==> src/rtl/cfwr_pkg.sv <==
// Shared types and constants for the circular FIFO with remove.
package cfwr_pkg;

  // Default sizing
  localparam int unsigned DEPTH_C    = 16;
  localparam int unsigned ID_WIDTH_C = 16;

  // Port field widths
  localparam int unsigned MODE_W   = 2;
  localparam int unsigned STATUS_W = 2;
  localparam int unsigned CUST_W   = 16;
  localparam int unsigned VALUE_W  = 16;
  localparam int unsigned FREE_W   = 5;

  typedef enum logic [MODE_W-1:0] {
    MODE_PUSH   = 2'd0,
    MODE_POP    = 2'd1,
    MODE_REMOVE = 2'd2,
    MODE_PEEK   = 2'd3
  } mode_e;

  typedef enum logic [STATUS_W-1:0] {
    STAT_OK       = 2'd0,
    STAT_FULL     = 2'd1,
    STAT_EMPTY    = 2'd2,
    STAT_NOTFOUND = 2'd3
  } status_e;

  typedef enum logic [2:0] {
    ST_IDLE,
    ST_DECODE,
    ST_RDWAIT,
    ST_SRCH,
    ST_SHIFT,
    ST_FINISH
  } state_e;

  // Commands from controller to datapath
  typedef struct packed {
    logic    load_in;
    logic    push_wr;
    logic    pop_upd;
    logic    rd_head;
    logic    srch_init;
    logic    srch_step;
    logic    shift_init;
    logic    shift_step;
    logic    rm_done;
    logic    set_res;
    status_e res_status;
    logic    res_take_rd;
    logic    load_out;
  } cmd_t;

  // Status from datapath to controller
  typedef struct packed {
    mode_e mode;
    logic  full;
    logic  empty;
    logic  match;
    logic  rd_more;
    logic  pend;
  } sts_t;

endpackage

==> src/rtl/circular_fifo_with_remove_top.sv <==
// Top level of the circular FIFO of identifiers with remove-by-value.
// A ring-buffer queue of DEPTH identifiers, ID_WIDTH bits each, held in a
// single-port-read, single-port-write memory. Each item carries a mode:
// push, pop, peek, or remove the first entry equal to customer_id (later
// entries move one slot toward the head). Every item yields one result with
// status, the popped or peeked value and the free slot count. Remove is
// bound by the memory's single read port: the live entries are scanned one
// per cycle and then each later entry moves one per cycle. One item is in
// work at a time; the next is accepted as soon as the previous result sits
// in the output register.
module circular_fifo_with_remove_top import cfwr_pkg::*; #(
  parameter int unsigned DEPTH    = DEPTH_C,
  parameter int unsigned ID_WIDTH = ID_WIDTH_C
) (
  input  logic                clk_i,
  input  logic                rst_ni,
  input  logic                in_valid_i,
  output logic                in_ready_o,
  input  logic [MODE_W-1:0]   mode_i,
  input  logic [CUST_W-1:0]   customer_id_i,
  output logic                out_valid_o,
  input  logic                out_ready_i,
  output logic [STATUS_W-1:0] status_o,
  output logic [VALUE_W-1:0]  value_out_o,
  output logic [FREE_W-1:0]   free_slots_o
);

  cmd_t cmd;
  sts_t sts;

  cfwr_ctrl u_ctrl (
    .clk_i       (clk_i),
    .rst_ni      (rst_ni),
    .in_valid_i  (in_valid_i),
    .in_ready_o  (in_ready_o),
    .out_valid_o (out_valid_o),
    .out_ready_i (out_ready_i),
    .sts_i       (sts),
    .cmd_o       (cmd)
  );

  cfwr_datapath #(
    .DEPTH    (DEPTH),
    .ID_WIDTH (ID_WIDTH)
  ) u_datapath (
    .clk_i         (clk_i),
    .rst_ni        (rst_ni),
    .mode_i        (mode_i),
    .customer_id_i (customer_id_i),
    .cmd_i         (cmd),
    .sts_o         (sts),
    .status_o      (status_o),
    .value_out_o   (value_out_o),
    .free_slots_o  (free_slots_o)
  );

endmodule

==> src/rtl/cfwr_datapath.sv <==
// Datapath: slot memory, head/count registers, scan counters and result registers.
module cfwr_datapath import cfwr_pkg::*; #(
  parameter int unsigned DEPTH    = DEPTH_C,
  parameter int unsigned ID_WIDTH = ID_WIDTH_C
) (
  input  logic                clk_i,
  input  logic                rst_ni,
  input  logic [MODE_W-1:0]   mode_i,
  input  logic [CUST_W-1:0]   customer_id_i,
  input  cmd_t                cmd_i,
  output sts_t                sts_o,
  output logic [STATUS_W-1:0] status_o,
  output logic [VALUE_W-1:0]  value_out_o,
  output logic [FREE_W-1:0]   free_slots_o
);

  localparam int unsigned AW = $clog2(DEPTH);
  localparam int unsigned CW = $clog2(DEPTH + 1);
  localparam int unsigned SW = CW + 1;

  // Slot memory
  logic [ID_WIDTH-1:0] mem_q [DEPTH];
  logic [ID_WIDTH-1:0] rdata_q;

  // Captured item
  mode_e               mode_q;
  logic [ID_WIDTH-1:0] id_q;
  logic [31:0]         id_ext;

  // Queue control state
  logic [AW-1:0] head_q, head_d;
  logic [CW-1:0] count_q, count_d;
  logic [CW-1:0] rk_q, rk_d;
  logic [CW-1:0] wk_q, wk_d;
  logic          pend_q, pend_d;

  // Result staging and output registers
  status_e              st_status_q;
  logic [VALUE_W-1:0]   st_value_q;
  logic [STATUS_W-1:0]  status_q;
  logic [VALUE_W-1:0]   value_q;
  logic [FREE_W-1:0]    free_q;
  logic [31:0]          rd_ext;
  logic [31:0]          free_ext;

  // Memory port control
  logic                we, re, rd_more;
  logic [AW-1:0]       waddr, raddr;
  logic [ID_WIDTH-1:0] wdata;

  // Physical slot of a logical offset from the head
  function automatic logic [AW-1:0] slot_at(input logic [AW-1:0] head,
                                            input logic [CW-1:0] off);
    logic [SW-1:0] s;
    s = SW'(head) + SW'(off);
    if (s >= SW'(DEPTH)) s = s - SW'(DEPTH);
    return s[AW-1:0];
  endfunction

  assign id_ext   = 32'(customer_id_i);
  assign rd_ext   = 32'(rdata_q);
  assign free_ext = 32'(DEPTH) - 32'(count_q);
  assign rd_more  = (rk_q < count_q);

  // Memory address and enable selection
  assign we    = cmd_i.push_wr | (cmd_i.shift_step & pend_q);
  assign waddr = cmd_i.push_wr ? slot_at(head_q, count_q) : slot_at(head_q, wk_q);
  assign wdata = cmd_i.push_wr ? id_q : rdata_q;
  assign re    = cmd_i.rd_head | cmd_i.srch_step | (cmd_i.shift_step & rd_more);
  assign raddr = cmd_i.rd_head ? head_q : slot_at(head_q, rk_q);

  always_ff @(posedge clk_i) begin
    if (we) mem_q[waddr] <= wdata;
    if (re) rdata_q <= mem_q[raddr];
  end

  // Next-state logic for head, count and scan pointers
  always_comb begin
    head_d  = head_q;
    count_d = count_q;
    rk_d    = rk_q;
    wk_d    = wk_q;
    pend_d  = pend_q;
    if (cmd_i.push_wr) count_d = count_q + CW'(1);
    if (cmd_i.pop_upd) begin
      count_d = count_q - CW'(1);
      if (count_q == CW'(1)) head_d = '0;
      else if (head_q == AW'(DEPTH - 1)) head_d = '0;
      else head_d = head_q + AW'(1);
    end
    if (cmd_i.rm_done) begin
      count_d = count_q - CW'(1);
      if (count_q == CW'(1)) head_d = '0;
    end
    if (cmd_i.srch_init) begin
      rk_d   = '0;
      pend_d = 1'b0;
    end
    if (cmd_i.srch_step) begin
      rk_d   = rk_q + CW'(1);
      pend_d = 1'b1;
    end
    // match sits at rk-1; shifting starts there, next read stays at rk
    if (cmd_i.shift_init) begin
      wk_d   = rk_q - CW'(1);
      pend_d = 1'b0;
    end
    if (cmd_i.shift_step) begin
      if (pend_q) wk_d = wk_q + CW'(1);
      if (rd_more) begin
        rk_d   = rk_q + CW'(1);
        pend_d = 1'b1;
      end else begin
        pend_d = 1'b0;
      end
    end
  end

  always_ff @(posedge clk_i or negedge rst_ni) begin
    if (!rst_ni) begin
      head_q  <= '0;
      count_q <= '0;
      rk_q    <= '0;
      wk_q    <= '0;
      pend_q  <= 1'b0;
    end else begin
      head_q  <= head_d;
      count_q <= count_d;
      rk_q    <= rk_d;
      wk_q    <= wk_d;
      pend_q  <= pend_d;
    end
  end

  // Item capture, result staging and output registers
  always_ff @(posedge clk_i) begin
    if (cmd_i.load_in) begin
      mode_q <= mode_e'(mode_i);
      id_q   <= id_ext[ID_WIDTH-1:0];
    end
    if (cmd_i.set_res) begin
      st_status_q <= cmd_i.res_status;
      st_value_q  <= cmd_i.res_take_rd ? rd_ext[VALUE_W-1:0] : '0;
    end
    if (cmd_i.load_out) begin
      status_q <= st_status_q;
      value_q  <= st_value_q;
      free_q   <= free_ext[FREE_W-1:0];
    end
  end

  // Status to controller
  always_comb begin
    sts_o.mode    = mode_q;
    sts_o.full    = (count_q == CW'(DEPTH));
    sts_o.empty   = (count_q == '0);
    sts_o.match   = pend_q && (rdata_q == id_q);
    sts_o.rd_more = rd_more;
    sts_o.pend    = pend_q;
  end

  assign status_o     = status_q;
  assign value_out_o  = value_q;
  assign free_slots_o = free_q;

endmodule

==> src/rtl/cfwr_ctrl.sv <==
// Controller: state machine sequencing each operation and the handshakes.
module cfwr_ctrl import cfwr_pkg::*; (
  input  logic clk_i,
  input  logic rst_ni,
  input  logic in_valid_i,
  output logic in_ready_o,
  output logic out_valid_o,
  input  logic out_ready_i,
  input  sts_t sts_i,
  output cmd_t cmd_o
);

  state_e state_q, state_d;
  logic   out_valid_q, out_valid_d;

  always_ff @(posedge clk_i or negedge rst_ni) begin
    if (!rst_ni) begin
      state_q     <= ST_IDLE;
      out_valid_q <= 1'b0;
    end else begin
      state_q     <= state_d;
      out_valid_q <= out_valid_d;
    end
  end

  // Next state and commands
  always_comb begin
    cmd_o   = '0;
    state_d = state_q;
    case (state_q)
      ST_IDLE: begin
        if (in_valid_i) begin
          cmd_o.load_in = 1'b1;
          state_d       = ST_DECODE;
        end
      end
      ST_DECODE: begin
        if (sts_i.mode == MODE_PUSH) begin
          cmd_o.set_res = 1'b1;
          if (sts_i.full) begin
            cmd_o.res_status = STAT_FULL;
          end else begin
            cmd_o.push_wr    = 1'b1;
            cmd_o.res_status = STAT_OK;
          end
          state_d = ST_FINISH;
        end else if (sts_i.empty) begin
          cmd_o.set_res    = 1'b1;
          cmd_o.res_status = STAT_EMPTY;
          state_d          = ST_FINISH;
        end else if (sts_i.mode == MODE_REMOVE) begin
          cmd_o.srch_init = 1'b1;
          state_d         = ST_SRCH;
        end else begin
          cmd_o.rd_head = 1'b1;
          state_d       = ST_RDWAIT;
        end
      end
      // head entry is in the read register
      ST_RDWAIT: begin
        cmd_o.set_res     = 1'b1;
        cmd_o.res_status  = STAT_OK;
        cmd_o.res_take_rd = 1'b1;
        cmd_o.pop_upd     = (sts_i.mode == MODE_POP);
        state_d           = ST_FINISH;
      end
      // one entry read per cycle, compared once it sits in the read register
      ST_SRCH: begin
        if (sts_i.match) begin
          cmd_o.shift_init = 1'b1;
          state_d          = ST_SHIFT;
        end else if (sts_i.rd_more) begin
          cmd_o.srch_step = 1'b1;
        end else begin
          cmd_o.set_res    = 1'b1;
          cmd_o.res_status = STAT_NOTFOUND;
          state_d          = ST_FINISH;
        end
      end
      // move later entries one slot toward the head
      ST_SHIFT: begin
        if (sts_i.pend || sts_i.rd_more) begin
          cmd_o.shift_step = 1'b1;
        end else begin
          cmd_o.rm_done    = 1'b1;
          cmd_o.set_res    = 1'b1;
          cmd_o.res_status = STAT_OK;
          state_d          = ST_FINISH;
        end
      end
      ST_FINISH: begin
        if (!out_valid_q || out_ready_i) begin
          cmd_o.load_out = 1'b1;
          state_d        = ST_IDLE;
        end
      end
      default: begin
        state_d = ST_IDLE;
      end
    endcase
  end

  // Output valid holds until taken
  assign out_valid_d = (out_valid_q && !out_ready_i) || cmd_o.load_out;

  assign in_ready_o  = (state_q == ST_IDLE);
  assign out_valid_o = out_valid_q;

endmodule
==> config.mk <==
export PLATFORM = sky130hd
export DESIGN_NAME = circular_fifo_with_remove_top
export DESIGN_NICKNAME = d
export VERILOG_FILES = /design/src/rtl/cfwr_pkg.sv /design/src/rtl/circular_fifo_with_remove_top.sv /design/src/rtl/cfwr_datapath.sv /design/src/rtl/cfwr_ctrl.sv
export SDC_FILE = /design/constraint.sdc
export NUM_CORES = 1
export LEC_CHECK = 0
export ABC_AREA = 1
export ABC_CLOCK_PERIOD_IN_PS = 11800
export BUFFER_PORTS_ARGS = -buffer_cell sky130_fd_sc_hd__buf_2
export CAP_MARGIN = 20
export CORE_UTILIZATION = 30
export CTS_CLUSTER_SIZE = 16
export DETAILED_ROUTE_END_ITERATION = 10
export PLACE_DENSITY = 0.5
export SYNTH_ARGS = -nofsm -noshare
export SYNTH_HDL_FRONTEND = slang
export SYNTH_SLANG_ARGS = --single-unit
==> constraint.sdc <==
create_clock -name clk_i -period 11.8 [get_ports clk_i]
set_input_delay 2.36 -clock clk_i [delete_from_list [all_inputs] [get_ports clk_i]]
set_output_delay 2.36 -clock clk_i [all_outputs]
set_load 0.05 [all_outputs]
# Word-level counts from Yosys, hierarchy flattened

Memories as Yosys holds them, arrays and structs flattened. A register that Yosys moved wholly into a read port is not among the register bits.
Cells that the tools add are included.

$lt $le $gt $ge: 4
Reduce and logical (&&, ||, !) cells: 13
Bitwise operators: 5
Equality and inequality tests: 15
Muxes and demuxes: 63
Add/subtract/negate cells: 13

Operators with widths:

| operator                                                          | number |
|---|---|
| 2-to-1 mux 5 bit                                                  | 10 |
| 2-to-1 mux 4 bit                                                  | 11 |
| 2-to-1 mux 3 bit                                                  | 11 |
| 2-to-1 mux 1 bit                                                  | 23 |
| adder 4 x 5 -> 6 bit                                              | 3 |
| greater-or-equal comparator 6 x 5 -> 1 bit, second input constant | 3 |
| one-hot mux 3 bit (6 select lines)                                | 1 |
| == test 16 bit                                                    | 1 |
| 2-to-1 mux 16 bit                                                 | 1 |
| adder 5 x 1 -> 5 bit, second input constant                       | 3 |
| one-hot mux 3 bit (4 select lines)                                | 1 |
| subtractor 4 x 1 -> 4 bit, second input constant                  | 3 |
| 2-to-1 mux 2 bit                                                  | 5 |
| subtractor 5 x 1 -> 5 bit, second input constant                  | 2 |
| == test 3 x 2 -> 1 bit, second input constant                     | 2 |
| == test 3 bit, second input constant                              | 2 |
| == test 5 x 1 -> 1 bit, second input constant                     | 1 |
| == test 5 bit, second input constant                              | 1 |
| logical NOT 5 bit                                                 | 1 |
| < comparator 5 bit                                                | 1 |
| subtractor 5 bit, first input constant                            | 1 |
| adder 4 x 1 -> 4 bit, second input constant                       | 1 |
| == test 4 bit, second input constant                              | 1 |
| inequality test 2 bit, second input constant                      | 2 |
| 15 further kinds                                                  | 22 |

Memories kept: 1
Bits of input ports: 22
Word-level logic and storage cells: 128
Bits in registers: 83
Bits in writable memories: 256
Output and inout bits: 25

Memories:

| name             | words | bits a word | rd ports | clocked after Yosys merged registers in | wr ports | line                | text |
|---|---|---|---|---|---|---|---|
| u_datapath.mem_q | 16    | 16          | 1        | 1                                       | 1        | cfwr_datapath.sv:22 | `logic [ID_WIDTH-1:0] mem_q [DEPTH];` |

# Longest topological paths before layout

Gate-level depths: netlist of run 1.

Word-level depth: 9
Gate-level depth with buffers: 19
Mapped depth without buffers: 18

# Hierarchy

Synthesis of run 1 repeated with hierarchy kept, for this count alone.

Cells, all modules: 1675
Area total of the unflattened synthesis: 16567.1 µm²

Modules (own cells, without submodules):

| module        | seq. area each (µm²) | cells each | area an instance (µm²) | instances |
|---|---|---|---|---|
| cfwr_datapath | 10415.0              | 1600       | 16089.2                | 1 |
| cfwr_ctrl     | 100.1                | 75         | 478.0                  | 1 |

# Least setup slack after synthesis of run 1

OpenSTA, ideal clock, no wires.

Path kind: input -> register
Start point: input port in_valid_i
End point: register u_datapath.id_q[0] (enable)
Data required time: 11.384 ns
Cell stages on the path: 2
Path slack: 7.694 ns
Data arrival time: 3.690 ns
Buffers on the path: 0
Library setup time: 0.416 ns
Cells stage by stage: inv_1 -> nor3_1

RTL lines:

| element              | line                                | text |
|---|---|---|
| from (decl)          | circular_fifo_with_remove_top.sv:17 | `input logic in_valid_i,` |
| to (signal assigned) | cfwr_datapath.sv:139                | `id_q <= id_ext[ID_WIDTH-1:0];` |
| to (decl)            | cfwr_datapath.sv:27                 | `logic [ID_WIDTH-1:0] id_q;` |

# Final worst setup path of run 1

Start point: register u_datapath.count_q[0]
End point: register u_datapath.rdata_q[4], read port of u_datapath.mem_q (data pin)

Word-level cells in the longest chain between the ends: 6
Elaborated cells on any way between the ends: 15
Those cells by class: 1 x order compare; 9 x mux; 3 x bitwise; 2 x reduce/logical

RTL lines:

| element                                                 | line                                      | text |
|---|---|---|
| from (decl)                                             | cfwr_datapath.sv:32                       | `logic [CW-1:0] count_q, count_d;` |
| from (signal assigned)                                  | cfwr_datapath.sv:128                      | `count_q <= count_d;` |
| < comparator 5 bit or logical NOT 5 bit (tied branches) | cfwr_datapath.sv:63, cfwr_datapath.sv:156 |  |
| 2-to-1 mux 1 bit, or another cell as far along          | cfwr_ctrl.sv:72                           | `end else if (sts_i.rd_more) begin` |
| 2-to-1 mux 1 bit, or another cell as far along          | cfwr_ctrl.sv:69                           | `if (sts_i.match) begin` |
| 2-to-1 mux 2 bit                                        | cfwr_ctrl.sv:30                           | `case (state_q)` |
| bitwise OR 1 bit or AND 1 bit (tied branches)           | cfwr_datapath.sv:69                       | `assign re = cmd_i.rd_head \| cmd_i.srch_step \| (cmd_i.shift_step & rd_more);` |
| bitwise OR 1 bit                                        | cfwr_datapath.sv:69                       |  |
| to (decl)                                               | cfwr_datapath.sv:23                       | `logic [ID_WIDTH-1:0] rdata_q;` |

Parallel ways exist; a longest one is shown, timed or not.
A chain may end at the register's enable or synchronous reset.

==> impl_metrics.csv, run 1 <==
group,metric,value,unit
floorplan,die-height,234.5,um
timing,period_share,0.3662,
worst_setup_path,path_cells,"inv_1 -> ha_1 -> nand2_1 -> nor2_1 -> ha_1 -> inv_1 -> nand2_1 -> inv_1 -> nand2_2 -> nand2_1 -> buf_4 -> nand2_2 -> buf_4 -> nand2_1 -> nand3_1 -> nand3_1 -> nand3_1 -> nand2_1",
clock_tree,post-cts-setup-buffer-count,0,
worst_setup_path,slowest_delay,820,ps
floorplan,rows,84,
clock_tree,cts_tree,"built",
routing,drt_pass1_iterations,5,
routing,wl_per_cell,18.20,um
worst_setup_path,worstSetupStartpointType,"flop",
routing,first_iter_violations,1021,
timing,fmax,231.4,MHz
worst_setup_path,startpoint,"u_datapath.count_q[0]$_DFFE_PN0P_",
clock_tree,clk_pin_slew,60,ps
global_routing,grt_usage,0.1604,
global_routing,antenna_found_initial,0,
hold_path,holdPathStages,0,
synth,synth_cell_type_count,35,
worst_setup_path,reg2reg_depth,18,
synth,synth_mux_area_frac,0.0006173,
worst_setup_path,crit_end,"u_datapath.rdata_q[4]$_DFFE_PP_",
clock_tree,clock-sinks,354,
routing,vias_per_cell,4.671,
cells_and_area,layout_commonest_cell,"nand2_1",
worst_setup_path,r2r-end,"u_datapath.rdata_q[4]$_DFFE_PP_",
pwr,power_density,311.1,mW/mm^2
routing,ant_nets,0,
cells_and_area,layout-drive-gt1-share,0.1023,
timing,period_needed,4321,ps
timing,clock_skew,20.49,ps
clock_tree,insertion_delay,540,ps
worst_setup_path,slowest_stage,"nand2_2",
synth,syn_area,0.01621,mm^2
worst_setup_path,path_max_fanout,41,
timing,layout_setup_ws,7479,ps
timing,final_hold_viol_count,0,
routing,drt_wl_total,43.49,mm
synth,syn_area_per_cell,10.06,um^2
clock_tree,root_buffer,"clkbuf_16",
routing,vias,11160,
worst_setup_path,required,12080,ps
timing,maxSlewViolCount,0,
worst_setup_path,cp.arrival,4600,ps
synth,syn-num-nets,1656,
clock_tree,postCtsHoldBufs,0,
timing,worst_slew_pin_slew,1100,ps
synth,synth_compound_area_frac,0.01852,
synth,synth_fa_ha_area_frac,0.01790,
clock_tree,numCtsBuffers,39,
synth,yosys.area_share.simple,0.2044,
synth,yosysSeqAreaShare,0.6485,
hold_path,worstHoldStart,"u_datapath.st_value_q[6]$_SDFFCE_PN0P_",
clock_tree,h-tree-depth,2,
clock_tree,clockBufferDepth,3,
synth,synth_top_family_by_area,"simple AND/OR/NAND/NOR gates",
synth,synth_edf_count,331,
pwr,ir_drop,0.2047,mV
cells_and_area,area_delta_synth_final,15.37,%
synth,netlist_instances,1612,
placed_design,gp_congestion,0.8428,
timing,fin_setup_tns,0,ps
global_routing,grt_pass1_wl,66.07,mm
outcome,status,"finished, final reports clean",
floorplan,dieArea,0.05498,mm^2
synth,yosys_warnings,0,
cells_and_area,final_cell_mix,"343 x nand2_1, 339 x inv_1, 335 x nand3_1, 331 x edfxtp_1, 46 x buf_2",
cells_and_area,diodes,0,
floorplan,die_w,234.5,um
worst_setup_path,reg2reg_slack,7480,ps
worst_setup_path,timing.rr.start,"u_datapath.count_q[0]$_DFFE_PN0P_",
timing,finalSetupViolations,0,
synth,synth-seq-cells,354,
timing,maxSlewHeadroom,0.2642,
timing,rsz0062_at_grt,"false",
worst_setup_path,worstSetupEndpointType,"flop",
cells_and_area,layout.nets,1716,
worst_setup_path,crit_family,"simple AND/OR/NAND/NOR gates",
floorplan,io_pins,47,
cells_and_area,finish.utilization,0.3532,
synth,ys.flop_type,"edfxtp_1",
global_routing,grt_pass1_vias,10840,
placed_design,dp_hpwl,25.49,mm
placed_design,portBuffers,46,
run,max_cap_violations,0,
pwr,power,5.820,mW
floorplan,start_util,0.3061,
synth,ys_async_sr_fraction,0.06497,
placed_design,post-place-ws,7502,ps
floorplan,core_area,0.05297,mm^2
worst_setup_path,critPathBufInv,5,
worst_setup_path,crit_top_cell,"nand2_1",
worst_setup_path,cp.depth,18,
pwr,leakage,8.109,nW
worst_setup_path,crit_type,"flop to flop",
global_routing,grt_max_degree,65,
synth,synth_xor_xnor_area_share,0.01188,
hold_path,holdCritPathClass,"flop to flop",
global_routing,overflow,0,
clock_tree,cts_resized,0,
routing,drcViolationCount,0,
## through the flow
stage,instances,cell area (um^2),hold slack [ps]
5_1_grt,2389,18710,424.4
4_1_cts,2388,18700,418.8
6_report,2389,18710,417.0
2_1_floorplan,1612,16210,400.3
3_5_place_dp,2318,17390,404.5
3_3_place_gp,2314,17340,402.1
## metal layers
metal / up-vias / global-route usage / share of wire
li1: 5371 / - / -
met1: 5402 / 0.2263 / 0.47
met2: 294 / 0.2522 / 0.45
met3: 91 / 0.02398 / 0.049
met4: 0 / 0.05141 / 0.030
met5: - / 0 / 0
## area by class of cell
cell class	instances	area, um^2
Clock inverter	22	236.5
Fill cell	5334	34260
Sequential cell	354	10520
Tap cell	688	860.8
Timing Repair Buffer	82	520.5
Inverter	342	1284
Clock buffer	48	1072
Multi-Input combinational cell	853	4218
## report_power, final
group	total, mW	internal [mW]	switching, mW
logic	2.62	0.719	1.91
clock network	1.26	0.755	0.505
registers	1.94	1.81	0.122
total	5.82	3.29	2.53
## sequential cells by signal (all words and copies together), names as in the netlist
signal,cells
u_ctrl.out_valid_o,1
u_ctrl.state_q,3
u_datapath.count_q,5
u_datapath.free_slots_o,5
u_datapath.head_q,4
u_datapath.id_q,16
u_datapath.mem_q,256
u_datapath.mode_q,2
u_datapath.pend_q,1
u_datapath.rdata_q,16
u_datapath.rk_q,5
u_datapath.st_status_q,2
u_datapath.st_value_q,16
u_datapath.status_o,2
u_datapath.value_out_o,16
u_datapath.wk_q,4
## cells by family (layout without fill, tap and decap cells)
group           Yosys count  after routing
compound gates           53             53
xor+xnor                 22             22
fa+ha+maj                22             22
buf+inv                 405            494
flops                   354            354
mux                       1              1
simple gates            755            755
## worst reg2reg max path, delay by kind of cell, from the launching register on
family        cells  cell delay, ps
simple gates     11            2000
buf+inv           5            1200
flops             1             440
fa+ha+maj         2             440
## cell usage after synthesis, drive strengths merged (6+ instances only)
cell	number	area, um^2
clkbuf	20	75.07
a21oi	8	40.04
edfxtp	331	9940
o21ai	38	209.0
xor2	15	131.4
nand4	6	37.54
nand3	336	1687
buf	43	232.7
inv	342	1284
ha	20	250.2
dfrtp	23	575.6
xnor2	7	61.31
nand2	348	1316
nor2	56	212.7
## worst min-delay path by stage
stage	endpoint	slack (ps)
6_report	u_datapath.value_out_o[6]$_DFFE_PP_	420
5_1_grt	u_datapath.value_out_o[11]$_DFFE_PP_	420
4_1_cts	u_datapath.value_out_o[8]$_DFFE_PP_	420
3_5_place_dp	u_datapath.status_o[0]$_DFFE_PP_	400
3_3_place_gp	u_datapath.value_out_o[9]$_DFFE_PP_	400
2_1_floorplan	u_datapath.status_o[0]$_DFFE_PP_	400
Note: power is estimated with default switching activity, not from simulation.
==> inputs of run 2 (changes only) <==
--- a/config.mk
+++ b/config.mk
@@ -6,7 +6,7 @@
 export NUM_CORES = 1
 export LEC_CHECK = 0
 export ABC_AREA = 1
-export ABC_CLOCK_PERIOD_IN_PS = 11800
+export ABC_CLOCK_PERIOD_IN_PS = 4100
 export BUFFER_PORTS_ARGS = -buffer_cell sky130_fd_sc_hd__buf_2
 export CAP_MARGIN = 20
 export CORE_UTILIZATION = 30
==> constraint.sdc (replaced) <==
create_clock -name clk_i -period 4.1 [get_ports clk_i]
set_input_delay 0.82 -clock clk_i [delete_from_list [all_inputs] [get_ports clk_i]]
set_output_delay 0.82 -clock clk_i [all_outputs]
set_load 0.05 [all_outputs]
==> run 2 against run 1 <==
Net effect:
- fmax rose by 13%
- count of clock-buffer cells in the layout rose by 1
- register-to-register slack got worse by 7200 ps
==> impl_metrics.csv, run 2 (synthesis gave the netlist of run 1 again) <==
group,metric,value,unit
outcome,status,"finished, final reports clean",
worst_setup_path,slowest_delay,430,ps
routing,vias_per_cell,4.604,
cells_and_area,layout-drive-gt1-share,0.1070,
worst_setup_path,path_max_fanout,16,
worst_setup_path,timing.rr.start,"u_datapath.count_q[0]$_DFFE_PN0P_",
floorplan,core_area,0.05297,mm^2
worst_setup_path,crit_top_cell,"nand2_1",
run,max_cap_violations,0,
worst_setup_path,cp.arrival,4050,ps
clock_tree,cts_tree,"built",
worst_setup_path,required,4340,ps
cells_and_area,final_cell_mix,"342 x nand2_1, 340 x inv_1, 335 x nand3_1, 331 x edfxtp_1, 46 x buf_2",
routing,drt_pass1_iterations,8,
timing,period_share,0.9300,
cells_and_area,largest_register_ffs,256,
placed_design,dp_hpwl,27.27,mm
global_routing,antenna_found_initial,0,
placed_design,dpl_cell_area,0.01759,mm^2
worst_setup_path,worstSetupStartpointType,"flop",
routing,drcViolationCount,0,
routing,wl_per_cell,17.31,um
routing,wl_met3,2.491,mm
timing,fmax,262.3,MHz
clock_tree,postCtsHoldBufs,0,
global_routing,overflow,0,
clock_tree,cts_resized,0,
clock_tree,numCtsBuffers,38,
worst_setup_path,worstSetupEndpointType,"flop",
floorplan,die_w,234.5,um
worst_setup_path,startpoint,"u_datapath.count_q[0]$_DFFE_PN0P_",
global_routing,grt_pass1_wl,63.87,mm
routing,wl_met2,18.14,mm
worst_setup_path,critPathBufInv,3,
worst_setup_path,slowest_stage,"dfrtp_1",
worst_setup_path,crit_type,"flop to flop",
cells_and_area,layout_commonest_cell,"nand2_1",
routing,first_iter_violations,982,
cells_and_area,area_delta_synth_final,15.90,%
clock_tree,h-tree-depth,2,
clock_tree,clk_pin_slew,60,ps
floorplan,start_util,0.3061,
routing,drt_wl_total,41.52,mm
cells_and_area,layout.nets,1730,
cells_and_area,regMostFlops,"u_datapath.mem_q",
routing,vias,11040,
routing,ant_nets,0,
timing,finalHoldWorstSlack,284.7,ps
cells_and_area,finish.utilization,0.3548,
timing,rsz0062_at_grt,"true",
clock_tree,clock-sinks,354,
floorplan,die-height,234.5,um
timing,final_hold_viol_count,0,
global_routing,grt_pass1_vias,10570,
clock_tree,insertion_delay,530,ps
cells_and_area,fin_area,0.01879,mm^2
clock_tree,root_buffer,"clkbuf_16",
timing,maxSlewViolCount,0,
routing,topRoutingLayerUsed,"met4",
placed_design,portBuffers,46,
worst_setup_path,path_cells,"inv_1 -> ha_1 -> nand2_1 -> nor2_1 -> ha_1 -> nor2_1 -> nand2_2 -> nand2_1 -> o21ai_0 -> ha_1 -> a21oi_1 -> nand2_1 -> xor2_2 -> inv_1 -> or2_2 -> nand2_1 -> nand2_1 -> nor2_2 -> buf_12",
placed_design,gp_congestion,0.8446,
floorplan,dieArea,0.05498,mm^2
cells_and_area,diodes,0,
timing,fin_setup_tns,0,ps
clock_tree,post-cts-setup-buffer-count,0,
global_routing,grt_max_degree,97,
timing,finalSetupViolations,0,
timing,worst_slew_pin_slew,864.8,ps
worst_setup_path,crit_family,"simple AND/OR/NAND/NOR gates",
timing,maxSlewHeadroom,0.4219,
clock_tree,clockBufferDepth,3,
routing,wl_met1,20.01,mm
global_routing,grt_usage,0.1538,
timing,clock_skew,13.57,ps
hold_path,holdCritPathClass,"input pin to async pin",
floorplan,io_pins,47,
floorplan,rows,84,
timing,period_needed,3813,ps
## run 2: cell count changes in the layout (fill, tap and decap cells not counted), moves of 2 or more
cell,change
bufinv_16,-2
xor2_2,+2
nor2_4,-7
clkbuf_16,-2
clkinv_2,-3
buf_12,+11
xor2_1,-2
clkbuf_1,+3
nor2_2,+7
buf_4,+5
## run 2: worst paths after layout
path / end / slack (ps) / cells after the start
min in group clk_i: u_datapath.status_o[1]$_DFFE_PP_ / 420 / 0
setup / recovery: u_datapath.mem_q[0][4]$_DFFE_PP_ / 290 / 19
max in group asynchronous: u_datapath.pend_q$_DFFE_PN0P_ / 3430 / 1
setup reg to reg: u_datapath.mem_q[0][4]$_DFFE_PP_ / 290 / 19
hold reg to reg: u_datapath.status_o[1]$_DFFE_PP_ / 420 / 0
hold / removal: u_datapath.rk_q[2]$_DFF_PN0_ / 280 / 1
## run 2: cell type report
class | count | area (um^2)
multi-input cells | 853 | 4200
fillers | 5375 | 34180
inverters | 342 | 1284
repair buffers | 97 | 750.7
well taps | 688 | 860.8
clock inverters | 16 | 148.9
clock buffers | 49 | 1033
flip-flops and latches | 354 | 10520
## run 2: per-stage QoR
stage | std cells | worst slack (ps)
after floorplan | 1612 | 242.9
after global placement | 2334 | 247.4
after detailed placement | 2334 | 262.6
after CTS | 2399 | 215.0
after global routing | 2399 | -3.532
final | 2399 | 287.0
## run 2: metal layers
| metal | up-vias | GRT usage |
|---|---|---|
| li1 | 5391 | - |
| met1 | 5271 | 0.2298 |
| met2 | 324 | 0.2335 |
| met3 | 58 | 0.02071 |
| met4 | 0 | 0.03851 |
| met5 | - | 0 |
Power of run 2 is not shown: default switching activity piles up to over one toggle a cycle in this logic, so the estimate is an artifact.
